File: src/hdl/ssg_pkg.sv
// shared constants, types and gap sequence functions for the shell sorter
`default_nettype none

package ssg_pkg;

    localparam int MAX_ITEMS = 64;
    localparam int ADDR_W    = $clog2(MAX_ITEMS);
    localparam int CNT_W     = ADDR_W + 1;
    localparam int KEY_W     = 32;
    localparam int SWAP_W    = 11;
    localparam int GAP_W     = 7;
    localparam int MODE_W    = 2;

    localparam logic [SWAP_W-1:0] SWAP_MAX = '1;

    // gap sequence codes
    localparam logic [MODE_W-1:0] MODE_INSERT = 2'd0;
    localparam logic [MODE_W-1:0] MODE_SQUARE = 2'd1;
    localparam logic [MODE_W-1:0] MODE_POW2   = 2'd2;
    localparam logic [MODE_W-1:0] MODE_KNUTH  = 2'd3;

    typedef enum logic [3:0] {
        ST_IDLE,
        ST_SORT_INIT,
        ST_PASS_START,
        ST_J_CHECK,
        ST_GET_T,
        ST_CMP,
        ST_PUT,
        ST_EMIT_RD,
        ST_EMIT_LD,
        ST_EMIT_WAIT
    } ssg_state_t;

    // controller to datapath commands
    typedef struct packed {
        logic store_key;
        logic sort_init;
        logic pass_start;
        logic next_gap;
        logic fetch_j;
        logic get_t;
        logic shift;
        logic put_t;
        logic emit_start;
        logic emit_rd;
        logic emit_load;
        logic emit_next;
        logic clear_set;
    } ssg_cmd_t;

    // datapath to controller status
    typedef struct packed {
        logic gap_zero;
        logic j_end;
        logic less;
        logic more_shift;
        logic out_last;
    } ssg_stat_t;

    // largest gap of the chosen sequence for a set of n keys
    function automatic logic [GAP_W-1:0] first_gap(input logic [MODE_W-1:0] mode,
                                                   input logic [CNT_W-1:0] n);
        int res;
        int v;
        int r;
        res = 1;
        v   = 1;
        case (mode)
            MODE_INSERT:
            begin
                res = 1;
            end
            MODE_SQUARE:
            begin
                for (r = 1; r <= 8; r++)
                begin
                    if (r * r <= int'(n))
                        res = r * r;
                end
            end
            MODE_POW2:
            begin
                for (r = 0; r < 7; r++)
                begin
                    if (v < int'(n))
                        v = 2 * v + 1;
                end
                res = v;
            end
            MODE_KNUTH:
            begin
                for (r = 0; r < 4; r++)
                begin
                    if (3 * v + 1 <= int'(n))
                        v = 3 * v + 1;
                end
                res = v;
            end
            default:
            begin
                res = 1;
            end
        endcase
        return GAP_W'(res);
    endfunction

    // gap that follows the given one, zero after the last pass
    function automatic logic [GAP_W-1:0] next_gap(input logic [MODE_W-1:0] mode,
                                                  input logic [GAP_W-1:0] gap);
        int res;
        int v;
        int r;
        res = 0;
        v   = 1;
        case (mode)
            MODE_INSERT:
            begin
                res = 0;
            end
            MODE_SQUARE:
            begin
                for (r = 1; r <= 8; r++)
                begin
                    if (r * r < int'(gap))
                        res = r * r;
                end
            end
            MODE_POW2:
            begin
                res = int'(gap >> 1);
            end
            MODE_KNUTH:
            begin
                for (r = 0; r < 5; r++)
                begin
                    if (v < int'(gap))
                        res = v;
                    v = 3 * v + 1;
                end
            end
            default:
            begin
                res = 0;
            end
        endcase
        return GAP_W'(res);
    endfunction

endpackage

`default_nettype wire

File: src/hdl/ssg_if.sv
// handshake channels of the shell sorter: keys in, results out, mode config
`default_nettype none

interface ssg_key_if;
    logic                               valid;
    logic                               ready;
    logic signed [ssg_pkg::KEY_W-1:0]   key_value;
    logic                               is_last_input;

    modport source (output valid, output key_value, output is_last_input, input ready);
    modport sink   (input valid, input key_value, input is_last_input, output ready);
endinterface

interface ssg_res_if;
    logic                               valid;
    logic                               ready;
    logic signed [ssg_pkg::KEY_W-1:0]   sorted_key;
    logic                               is_last_result;
    logic [ssg_pkg::SWAP_W-1:0]         swap_count;
    logic                               overflow_dropped;

    modport source (output valid, output sorted_key, output is_last_result,
                    output swap_count, output overflow_dropped, input ready);
    modport sink   (input valid, input sorted_key, input is_last_result,
                    input swap_count, input overflow_dropped, output ready);
endinterface

interface ssg_cfg_if;
    logic                               valid;
    logic                               ready;
    logic [ssg_pkg::MODE_W-1:0]         gap_mode;

    modport source (output valid, output gap_mode, input ready);
    modport sink   (input valid, input gap_mode, output ready);
endinterface

`default_nettype wire

File: src/hdl/ssg_dpath.sv
// shell sorter datapath: key memory, counters, gap register, compare and output registers
`default_nettype none

module ssg_dpath (
    input  logic                               clk,
    input  logic                               rst_n,
    input  ssg_pkg::ssg_cmd_t                  cmd,
    output ssg_pkg::ssg_stat_t                 stat,
    input  logic signed [ssg_pkg::KEY_W-1:0]   key_value,
    input  logic                               cfg_wr,
    input  logic [ssg_pkg::MODE_W-1:0]         cfg_mode,
    output logic signed [ssg_pkg::KEY_W-1:0]   sorted_key,
    output logic                               is_last_result,
    output logic [ssg_pkg::SWAP_W-1:0]         swap_count,
    output logic                               overflow_dropped
);

    logic [ssg_pkg::KEY_W-1:0]  mem [ssg_pkg::MAX_ITEMS];

    logic [ssg_pkg::MODE_W-1:0] mode_reg;
    logic [ssg_pkg::CNT_W-1:0]  count_reg;
    logic                       ovf_reg;
    logic [ssg_pkg::SWAP_W-1:0] swap_reg;
    logic [ssg_pkg::GAP_W-1:0]  gap_reg;
    logic [ssg_pkg::CNT_W-1:0]  j_reg;
    logic [ssg_pkg::CNT_W-1:0]  k_reg;
    logic [ssg_pkg::KEY_W-1:0]  t_reg;
    logic [ssg_pkg::KEY_W-1:0]  rd_data_reg;
    logic [ssg_pkg::KEY_W-1:0]  key_out_reg;
    logic                       last_out_reg;

    logic [ssg_pkg::GAP_W-1:0]  k_minus_g;
    logic [ssg_pkg::GAP_W-1:0]  k_minus_2g;
    logic                       count_full;
    logic                       rd_en;
    logic [ssg_pkg::ADDR_W-1:0] rd_addr;
    logic                       wr_en;
    logic [ssg_pkg::ADDR_W-1:0] wr_addr;
    logic [ssg_pkg::KEY_W-1:0]  wr_data;

    // address arithmetic for the gapped walk
    assign k_minus_g  = ssg_pkg::GAP_W'(k_reg) - gap_reg;
    assign k_minus_2g = k_minus_g - gap_reg;
    assign count_full = (count_reg == ssg_pkg::CNT_W'(ssg_pkg::MAX_ITEMS));

    // memory read port select
    always_comb
    begin
        rd_en   = cmd.fetch_j | cmd.get_t | cmd.shift | cmd.emit_rd;
        rd_addr = j_reg[ssg_pkg::ADDR_W-1:0];
        if (cmd.get_t)
            rd_addr = k_minus_g[ssg_pkg::ADDR_W-1:0];
        else if (cmd.shift)
            rd_addr = k_minus_2g[ssg_pkg::ADDR_W-1:0];
    end

    // memory write port select
    always_comb
    begin
        wr_en   = (cmd.store_key & ~count_full) | cmd.shift | cmd.put_t;
        wr_addr = k_reg[ssg_pkg::ADDR_W-1:0];
        wr_data = t_reg;
        if (cmd.store_key)
        begin
            wr_addr = count_reg[ssg_pkg::ADDR_W-1:0];
            wr_data = key_value;
        end
        else if (cmd.shift)
        begin
            wr_data = rd_data_reg;
        end
    end

    // key memory, registered read
    always_ff @(posedge clk)
    begin
        if (wr_en)
            mem[wr_addr] <= wr_data;
        if (rd_en)
            rd_data_reg <= mem[rd_addr];
    end

    // mode register
    always_ff @(posedge clk or negedge rst_n)
    begin
        if (!rst_n)
            mode_reg <= ssg_pkg::MODE_INSERT;
        else if (cfg_wr)
            mode_reg <= cfg_mode;
    end

    // set bookkeeping: count, overflow flag, swap total
    always_ff @(posedge clk or negedge rst_n)
    begin
        if (!rst_n)
        begin
            count_reg <= '0;
            ovf_reg   <= 1'b0;
            swap_reg  <= '0;
        end
        else if (cmd.clear_set)
        begin
            count_reg <= '0;
            ovf_reg   <= 1'b0;
            swap_reg  <= '0;
        end
        else
        begin
            if (cmd.store_key)
            begin
                if (count_full)
                    ovf_reg <= 1'b1;
                else
                    count_reg <= count_reg + 1'b1;
            end
            if (cmd.sort_init)
                swap_reg <= '0;
            else if (cmd.shift && swap_reg != ssg_pkg::SWAP_MAX)
                swap_reg <= swap_reg + 1'b1;
        end
    end

    // gap, outer index and walking index
    always_ff @(posedge clk or negedge rst_n)
    begin
        if (!rst_n)
        begin
            gap_reg <= '0;
            j_reg   <= '0;
            k_reg   <= '0;
        end
        else
        begin
            if (cmd.sort_init)
                gap_reg <= ssg_pkg::first_gap(mode_reg, count_reg);
            else if (cmd.next_gap)
                gap_reg <= ssg_pkg::next_gap(mode_reg, gap_reg);

            if (cmd.pass_start)
                j_reg <= ssg_pkg::CNT_W'(gap_reg);
            else if (cmd.emit_start)
                j_reg <= '0;
            else if (cmd.put_t || cmd.emit_next)
                j_reg <= j_reg + 1'b1;

            if (cmd.fetch_j)
                k_reg <= j_reg;
            else if (cmd.shift)
                k_reg <= ssg_pkg::CNT_W'(k_minus_g);
        end
    end

    // held key and output payload
    always_ff @(posedge clk)
    begin
        if (cmd.get_t)
            t_reg <= rd_data_reg;
        if (cmd.emit_load)
        begin
            key_out_reg  <= rd_data_reg;
            last_out_reg <= (j_reg == count_reg - 1'b1);
        end
    end

    // status to controller
    always_comb
    begin
        stat.gap_zero   = (gap_reg == '0);
        stat.j_end      = (j_reg >= count_reg);
        stat.less       = ($signed(t_reg) < $signed(rd_data_reg));
        stat.more_shift = (k_minus_g >= gap_reg);
        stat.out_last   = last_out_reg;
    end

    assign sorted_key       = key_out_reg;
    assign is_last_result   = last_out_reg;
    assign swap_count       = swap_reg;
    assign overflow_dropped = ovf_reg;

endmodule

`default_nettype wire

File: src/hdl/ssg_ctrl.sv
// shell sorter controller: load, gapped insertion passes, result emission
`default_nettype none

module ssg_ctrl (
    input  logic                clk,
    input  logic                rst_n,
    input  logic                key_valid,
    input  logic                key_last,
    output logic                key_ready,
    output logic                res_valid,
    input  logic                res_ready,
    input  ssg_pkg::ssg_stat_t  stat,
    output ssg_pkg::ssg_cmd_t   cmd
);

    ssg_pkg::ssg_state_t state_reg;
    ssg_pkg::ssg_state_t state_next;

    // state register
    always_ff @(posedge clk or negedge rst_n)
    begin
        if (!rst_n)
            state_reg <= ssg_pkg::ST_IDLE;
        else
            state_reg <= state_next;
    end

    // next state
    always_comb
    begin
        state_next = state_reg;
        case (state_reg)
            ssg_pkg::ST_IDLE:
            begin
                if (key_valid && key_last)
                    state_next = ssg_pkg::ST_SORT_INIT;
            end
            ssg_pkg::ST_SORT_INIT:
            begin
                state_next = ssg_pkg::ST_PASS_START;
            end
            ssg_pkg::ST_PASS_START:
            begin
                if (stat.gap_zero)
                    state_next = ssg_pkg::ST_EMIT_RD;
                else
                    state_next = ssg_pkg::ST_J_CHECK;
            end
            ssg_pkg::ST_J_CHECK:
            begin
                if (stat.j_end)
                    state_next = ssg_pkg::ST_PASS_START;
                else
                    state_next = ssg_pkg::ST_GET_T;
            end
            ssg_pkg::ST_GET_T:
            begin
                state_next = ssg_pkg::ST_CMP;
            end
            ssg_pkg::ST_CMP:
            begin
                if (!stat.less)
                    state_next = ssg_pkg::ST_J_CHECK;
                else if (!stat.more_shift)
                    state_next = ssg_pkg::ST_PUT;
            end
            ssg_pkg::ST_PUT:
            begin
                state_next = ssg_pkg::ST_J_CHECK;
            end
            ssg_pkg::ST_EMIT_RD:
            begin
                state_next = ssg_pkg::ST_EMIT_LD;
            end
            ssg_pkg::ST_EMIT_LD:
            begin
                state_next = ssg_pkg::ST_EMIT_WAIT;
            end
            ssg_pkg::ST_EMIT_WAIT:
            begin
                if (res_ready)
                begin
                    if (stat.out_last)
                        state_next = ssg_pkg::ST_IDLE;
                    else
                        state_next = ssg_pkg::ST_EMIT_RD;
                end
            end
            default:
            begin
                state_next = ssg_pkg::ST_IDLE;
            end
        endcase
    end

    // command and handshake outputs
    always_comb
    begin
        cmd       = '0;
        key_ready = 1'b0;
        res_valid = 1'b0;
        case (state_reg)
            ssg_pkg::ST_IDLE:
            begin
                key_ready     = 1'b1;
                cmd.store_key = key_valid;
            end
            ssg_pkg::ST_SORT_INIT:
            begin
                cmd.sort_init = 1'b1;
            end
            ssg_pkg::ST_PASS_START:
            begin
                cmd.emit_start = stat.gap_zero;
                cmd.pass_start = ~stat.gap_zero;
            end
            ssg_pkg::ST_J_CHECK:
            begin
                cmd.next_gap = stat.j_end;
                cmd.fetch_j  = ~stat.j_end;
            end
            ssg_pkg::ST_GET_T:
            begin
                cmd.get_t = 1'b1;
            end
            ssg_pkg::ST_CMP:
            begin
                cmd.shift = stat.less;
                cmd.put_t = ~stat.less;
            end
            ssg_pkg::ST_PUT:
            begin
                cmd.put_t = 1'b1;
            end
            ssg_pkg::ST_EMIT_RD:
            begin
                cmd.emit_rd = 1'b1;
            end
            ssg_pkg::ST_EMIT_LD:
            begin
                cmd.emit_load = 1'b1;
            end
            ssg_pkg::ST_EMIT_WAIT:
            begin
                res_valid     = 1'b1;
                cmd.clear_set = res_ready & stat.out_last;
                cmd.emit_next = res_ready & ~stat.out_last;
            end
            default:
            begin
                cmd = '0;
            end
        endcase
    end

endmodule

`default_nettype wire

File: src/hdl/shell_sort_selectable_gaps_top.sv
// shell sorter top level: key channel, result channel and gap mode register
//
// keys arrive on the keys channel, one request per cycle while loading; the
// request with is_last_input set closes the set and starts the sort. up to 64
// keys are kept; later keys of the set are dropped and overflow_dropped is set.
// cfg writes gap_mode (0 insertion, 1 squares, 2 two-power minus one, 3 knuth);
// ready is always high, and writes belong between sets.
// sorting runs gapped insertion on a key memory with one read and one write
// port: per outer index an index check that reads the key, a step that holds
// it and a compare, one more compare per shifted key and a put step when a key
// moves to the front of its chain, plus a pass start and a final check per gap.
// results then leave in ascending order, one at a time, each after a memory
// read, a load of the output register and a handshake, carrying the set's
// swap total and overflow flag; is_last_result marks the final one.
// a stalled receiver holds the output register and the controller in place.
// no key is taken while a set is sorted or emitted.
// reset clears counts, flags and the mode; key memory needs no clearing.

`default_nettype none

module shell_sort_selectable_gaps_top (
    input  logic        clk,
    input  logic        rst_n,
    ssg_key_if.sink     keys,
    ssg_res_if.source   results,
    ssg_cfg_if.sink     cfg
);

    ssg_pkg::ssg_cmd_t  cmd;
    ssg_pkg::ssg_stat_t stat;

    // config port always accepts
    assign cfg.ready = 1'b1;

    // sequencer
    ssg_ctrl u_ctrl (
        .clk       (clk),
        .rst_n     (rst_n),
        .key_valid (keys.valid),
        .key_last  (keys.is_last_input),
        .key_ready (keys.ready),
        .res_valid (results.valid),
        .res_ready (results.ready),
        .stat      (stat),
        .cmd       (cmd)
    );

    // storage and arithmetic
    ssg_dpath u_dpath (
        .clk              (clk),
        .rst_n            (rst_n),
        .cmd              (cmd),
        .stat             (stat),
        .key_value        (keys.key_value),
        .cfg_wr           (cfg.valid),
        .cfg_mode         (cfg.gap_mode),
        .sorted_key       (results.sorted_key),
        .is_last_result   (results.is_last_result),
        .swap_count       (results.swap_count),
        .overflow_dropped (results.overflow_dropped)
    );

endmodule

`default_nettype wire

File: src/flat_wrapper.sv
// flat-port wrapper written by rule: the top's interface ports become plain ports
module shell_sort_selectable_gaps_top_flat 
  (clk, rst_n, keys_valid, keys_key_value, keys_is_last_input, keys_ready, results_valid, results_sorted_key, results_is_last_result, results_swap_count, results_overflow_dropped, results_ready, cfg_valid, cfg_gap_mode, cfg_ready);
  ssg_key_if keys_i ();
  ssg_res_if results_i ();
  ssg_cfg_if cfg_i ();
  input  logic clk;
  input  logic rst_n;
  input wire logic [$bits(keys_i.valid)-1:0] keys_valid;
  input wire logic [$bits(keys_i.key_value)-1:0] keys_key_value;
  input wire logic [$bits(keys_i.is_last_input)-1:0] keys_is_last_input;
  output wire logic [$bits(keys_i.ready)-1:0] keys_ready;
  output wire logic [$bits(results_i.valid)-1:0] results_valid;
  output wire logic [$bits(results_i.sorted_key)-1:0] results_sorted_key;
  output wire logic [$bits(results_i.is_last_result)-1:0] results_is_last_result;
  output wire logic [$bits(results_i.swap_count)-1:0] results_swap_count;
  output wire logic [$bits(results_i.overflow_dropped)-1:0] results_overflow_dropped;
  input wire logic [$bits(results_i.ready)-1:0] results_ready;
  input wire logic [$bits(cfg_i.valid)-1:0] cfg_valid;
  input wire logic [$bits(cfg_i.gap_mode)-1:0] cfg_gap_mode;
  output wire logic [$bits(cfg_i.ready)-1:0] cfg_ready;
  assign keys_i.valid = keys_valid;
  assign keys_i.key_value = keys_key_value;
  assign keys_i.is_last_input = keys_is_last_input;
  assign keys_ready = keys_i.ready;
  assign results_valid = results_i.valid;
  assign results_sorted_key = results_i.sorted_key;
  assign results_is_last_result = results_i.is_last_result;
  assign results_swap_count = results_i.swap_count;
  assign results_overflow_dropped = results_i.overflow_dropped;
  assign results_i.ready = results_ready;
  assign cfg_i.valid = cfg_valid;
  assign cfg_i.gap_mode = cfg_gap_mode;
  assign cfg_ready = cfg_i.ready;
  shell_sort_selectable_gaps_top u_core (.clk(clk), .rst_n(rst_n), .keys(keys_i), .results(results_i), .cfg(cfg_i));
endmodule
File: config.mk
export PLATFORM = sky130hd
export DESIGN_NAME = shell_sort_selectable_gaps_top_flat
export DESIGN_NICKNAME = d
export VERILOG_FILES = /design/src/hdl/ssg_pkg.sv /design/src/hdl/ssg_if.sv /design/src/hdl/ssg_dpath.sv /design/src/hdl/ssg_ctrl.sv /design/src/hdl/shell_sort_selectable_gaps_top.sv /design/src/flat_wrapper.sv
export SDC_FILE = /design/constraint.sdc
export NUM_CORES = 2
export LEC_CHECK = 0
export BUFFER_PORTS_ARGS = -buffer_cell sky130_fd_sc_hd__buf_2
export CAP_MARGIN = 25
export CORE_ASPECT_RATIO = 0.9
export CORE_MARGIN = 5
export CORE_UTILIZATION = 45
export CTS_BUF_LIST = sky130_fd_sc_hd__clkbuf_4 sky130_fd_sc_hd__clkbuf_8
export DETAILED_ROUTE_END_ITERATION = 8
export SYNTH_ARGS = -nofsm -noshare
export SYNTH_HDL_FRONTEND = slang
export SYNTH_SLANG_ARGS = --single-unit
File: constraint.sdc
create_clock -name clk -period 6.15 [get_ports clk]
set_input_delay 0.615 -clock clk [delete_from_list [all_inputs] [get_ports clk]]
set_output_delay 0.615 -clock clk [all_outputs]
set_load 0.05 [all_outputs]
==> results.yml <==
yosys:
  synth.avg_cell_area_sq_um: 13.60
  netlist_instances: 6610
  ys_ff_latch: 2191
  yosysMostFrequentCell: "edfxtp_1"
  synth.distinct_cells: 76
  synth_top_area_cell: "edfxtp_1"
  syn_area_sq_um: 89910
  synth_edf_count: 2145
  netlist_top_cells_count: "edfxtp_1, nand2_1, nand3_1"
  yosys-top-cells-area: "edfxtp_1, nand2_1, nand3_1, mux2i_1, ha_1"
  synth_top_cell_area_share: 0.7164
  syn_nets: 6746
  async_flop_share: 0.02099
  ys.flop_type: "edfxtp_1"
  ys_seq_area_frac: 0.7292
  yosys_warnings: 0
cts:
  cts_max_path_buffers: 4
  htree_levels: 5
  clk_pin_slew_worst_paths_ns: 0.06
  cts_buffers: 370
  insertion_delay_ns: 1.07
  clock_sinks: 2191
  tritoncts: "yes"
  cts_root_buffer: "clkbuf_8"
grt:
  grt_pass1_vias: 57050
  gr-usage-all-layers: 0.2629
  gr-total-overflow: 0
  grt_pass1_wl_microns: 401400
  antenna_found_initial: 11
  grt_max_degree: 103
sta:
  period_share: 0.9872
  max_slew_margin: 0.2769
  final.min_clock_period_ns: 6.071
  setup_slack_ns: 0.07885
  worstMarginPinSlew_ns: 1.085
  finClkSkew_ns: 0.09460
  hold_violations: 0
  max_freq_mhz: 164.7
  finalMaxSlewViolations: 0
  grt_setup_unrepaired: "true"
  finalSetupViolations: 0
place:
  globalplace.congestion: 0.8572
  place_ws_ns: -0.08875
  hpwlAfterDp_microns: 164600
  port_buffers: 86
die:
  start_util: 0.4528
  coreArea_sq_um: 198600
  rows: 155
  die_w_microns: 481.2
  dieArea_sq_um: 208900
  io_pins: 88
  fp.dieH_microns: 434.1
run_status:
  status: "complete, no violations"
drt:
  ant_nets: 0
  vias: 60050
  post_drt_wl_per_cell_microns: 27.70
  dr_wl_met3_microns: 29450
  wl_met1_microns: 117300
  top_layer: "met4"
  drtIter0Drc: 7776
  wl_met2_microns: 125400
  first_pass_iters: 6
  vias_per_cell: 5.925
  totalWireLength_microns: 280700
  drcViolationCount: 0
setup_path:
  critPathKind: "reg -> reg"
  critPathMaxFanout: 41
  critPathMaxStageDelay_ns: 0.64
  crit_slowest_cell: "or4_1"
  start_kind: "register"
  critPathRequiredTime_ns: 6.88
  critical_path.cell_chain: "inv_1 > ha_1 > nand4_1 > or4_4 > or4_1 > o211ai_2 > o22ai_1 > a21oi_2 > buf_4 > o21ai_4 > buf_12 > buf_4 > buf_4 > nand2_1 > nand3_1 > a32oi_1 > nand4_1 > or4_1"
  path_buf_inv: 5
  crit_arrival_ns: 6.80
  endpoint_kind: "register"
  timing.critical_path.mode_cell: "buf_4"
  crit_family: "simple AND/OR/NAND/NOR gates"
pwr:
  p_leak_nw: 37.00
  switching_power_w: 0.02265
  peakVddDrop_mv: 0.4372
  p_clk_frac: 0.218
  power_frac_comb: 0.436
  p_int_w: 0.03369
  switching_share: 0.4021
  powerDensity_nw_per_um2: 535.5
  pwr-share-seq: 0.346
hold_path:
  hp-class: "in -> reg"
run:
  maxCapViolations: 0
finish:
  drive_above_1_share: 0.1802
  postLayoutCoreUtil: 0.5298
  syn2layout_area_growth_pct: 17.01
  largest_reg_flops: 2048
  nNetsFinal: 7313
  top_register: "u_core.u_dpath.mem"
## per-layer routing
metal  global-route usage  vias up
li1                     -    26180
met1               0.3803    30180
met2               0.3959     3170
met3              0.06129      525
met4              0.08394        0
met5                    0        -
## area by class of cell
cell class	instances	area (sq um)
clock inverters	126	550.5
flip-flops and latches	2191	65560
well taps	2669	3339
multi-input cells	3920	23530
fillers	16480	93380
repair buffers	611	5590
clock buffers	517	6277
diodes	17	42.54
inverters	83	311.5
## cell usage in the layout, fill, tap and decap left out, types with 69 or more instances in the layout
| master | count |
|---|---|
| nand3_1 | 837 |
| clkinv_1 | 93 |
| ha_1 | 86 |
| a21oi_1 | 186 |
| buf_12 | 95 |
| o211ai_1 | 123 |
| nand4_1 | 77 |
| edfxtp_1 | 2145 |
| buf_4 | 418 |
| mux2i_1 | 320 |
| nor2_1 | 111 |
| inv_1 | 74 |
| clkbuf_8 | 383 |
| a32oi_1 | 129 |
| buf_2 | 87 |
| clkbuf_4 | 134 |
| nand2_1 | 1333 |
| nor2_4 | 69 |
## power by group through the flow
| stage | sequential (W) | combinational, W | clock (W) |
|---|---|---|---|
| after floorplan | 0.0197 | 0.0131 | 0 |
| after global placement | 0.0198 | 0.0236 | 0 |
| after detailed placement | 0.0198 | 0.0238 | 0 |
| after CTS | 0.0195 | 0.0240 | 0.0124 |
| after global routing | 0.0195 | 0.0261 | 0.0132 |
| final | 0.0195 | 0.0246 | 0.0123 |
## cells by family (layout without fill, tap and decap cells)
kind of cell    count (synthesis)  in the layout  synth area share
flops                        2191           2191            0.7292
buf+inv                       500           1337           0.02286
compound gates                801            802           0.06247
mux                           327            327           0.03653
other cells                     1             18        0.00004171
xor+xnor                       37             37          0.003604
fa+ha+maj                      98             98           0.01383
simple gates                 2655           2655            0.1315
## metrics by stage
step                      std cells  setup TNS [ns]  power (W)  hold slack [ns]  instance area (sq um)
final                         10130               0    0.05634           0.1526                 105200
after global routing          10130         -0.1021    0.05880          0.06771                 105200
after CTS                     10100               0    0.05585          0.04694                 104800
after detailed placement       9447        -0.09284    0.04359           0.5048                  97850
after global placement         9445         -0.1369    0.04331           0.4827                  97840
after floorplan                6610          -75.12    0.03276           0.3194                  89940
## path summary, 6_finish.rpt
| path | to | slack, ns | depth (start not counted) | start |
|---|---|---|---|---|
| min | u_core.u_dpath.mem[47][15]$_DFFE_PP_ | 0.15 | 3 | keys_key_value[15] |
| max | u_core.u_dpath.rd_data_reg[24]$_DFFE_PP_ | 0.08 | 18 | u_core.u_dpath.rd_data_reg[31]$_DFFE_PP_ |
| min in group asynchronous | u_core.u_dpath.swap_count[6]$_DFFE_PN0P_ | 0.26 | 3 | rst_n |
| max reg2reg | u_core.u_dpath.rd_data_reg[24]$_DFFE_PP_ | 0.08 | 18 | u_core.u_dpath.rd_data_reg[31]$_DFFE_PP_ |
| max in group asynchronous | u_core.u_dpath.count_reg[0]$_DFFE_PN0P_ | 5.43 | 3 | rst_n |
| min reg2reg | u_core.u_dpath.k_reg[6]$_DFFE_PN0P_ | 0.51 | 2 | u_core.u_dpath.k_reg[6]$_DFFE_PN0P_ |
## worst register-to-register path, delay by kind of cell (launching register included)
| family | cells | cell delay, ns |
|---|---|---|
| compound gates | 5 | 1.38 |
| simple gates | 7 | 2.24 |
| flops | 1 | 0.53 |
| buf+inv | 5 | 1.21 |
| fa+ha+maj | 1 | 0.41 |
## timing repair
| action | CTS | global route |
|---|---|---|
| hold endpoints to repair | 50 | 0 |
| pin swaps | 2 | 39 |
| setup endpoints to repair | 4 | 9 |
| gates resized for setup | 5 | 51 |
| setup buffers | 2 | 16 |
| hold buffers | 7 | 0 |
| cloned | 0 | 1 |
No activity file was read; power rests on OpenSTA's default activity.
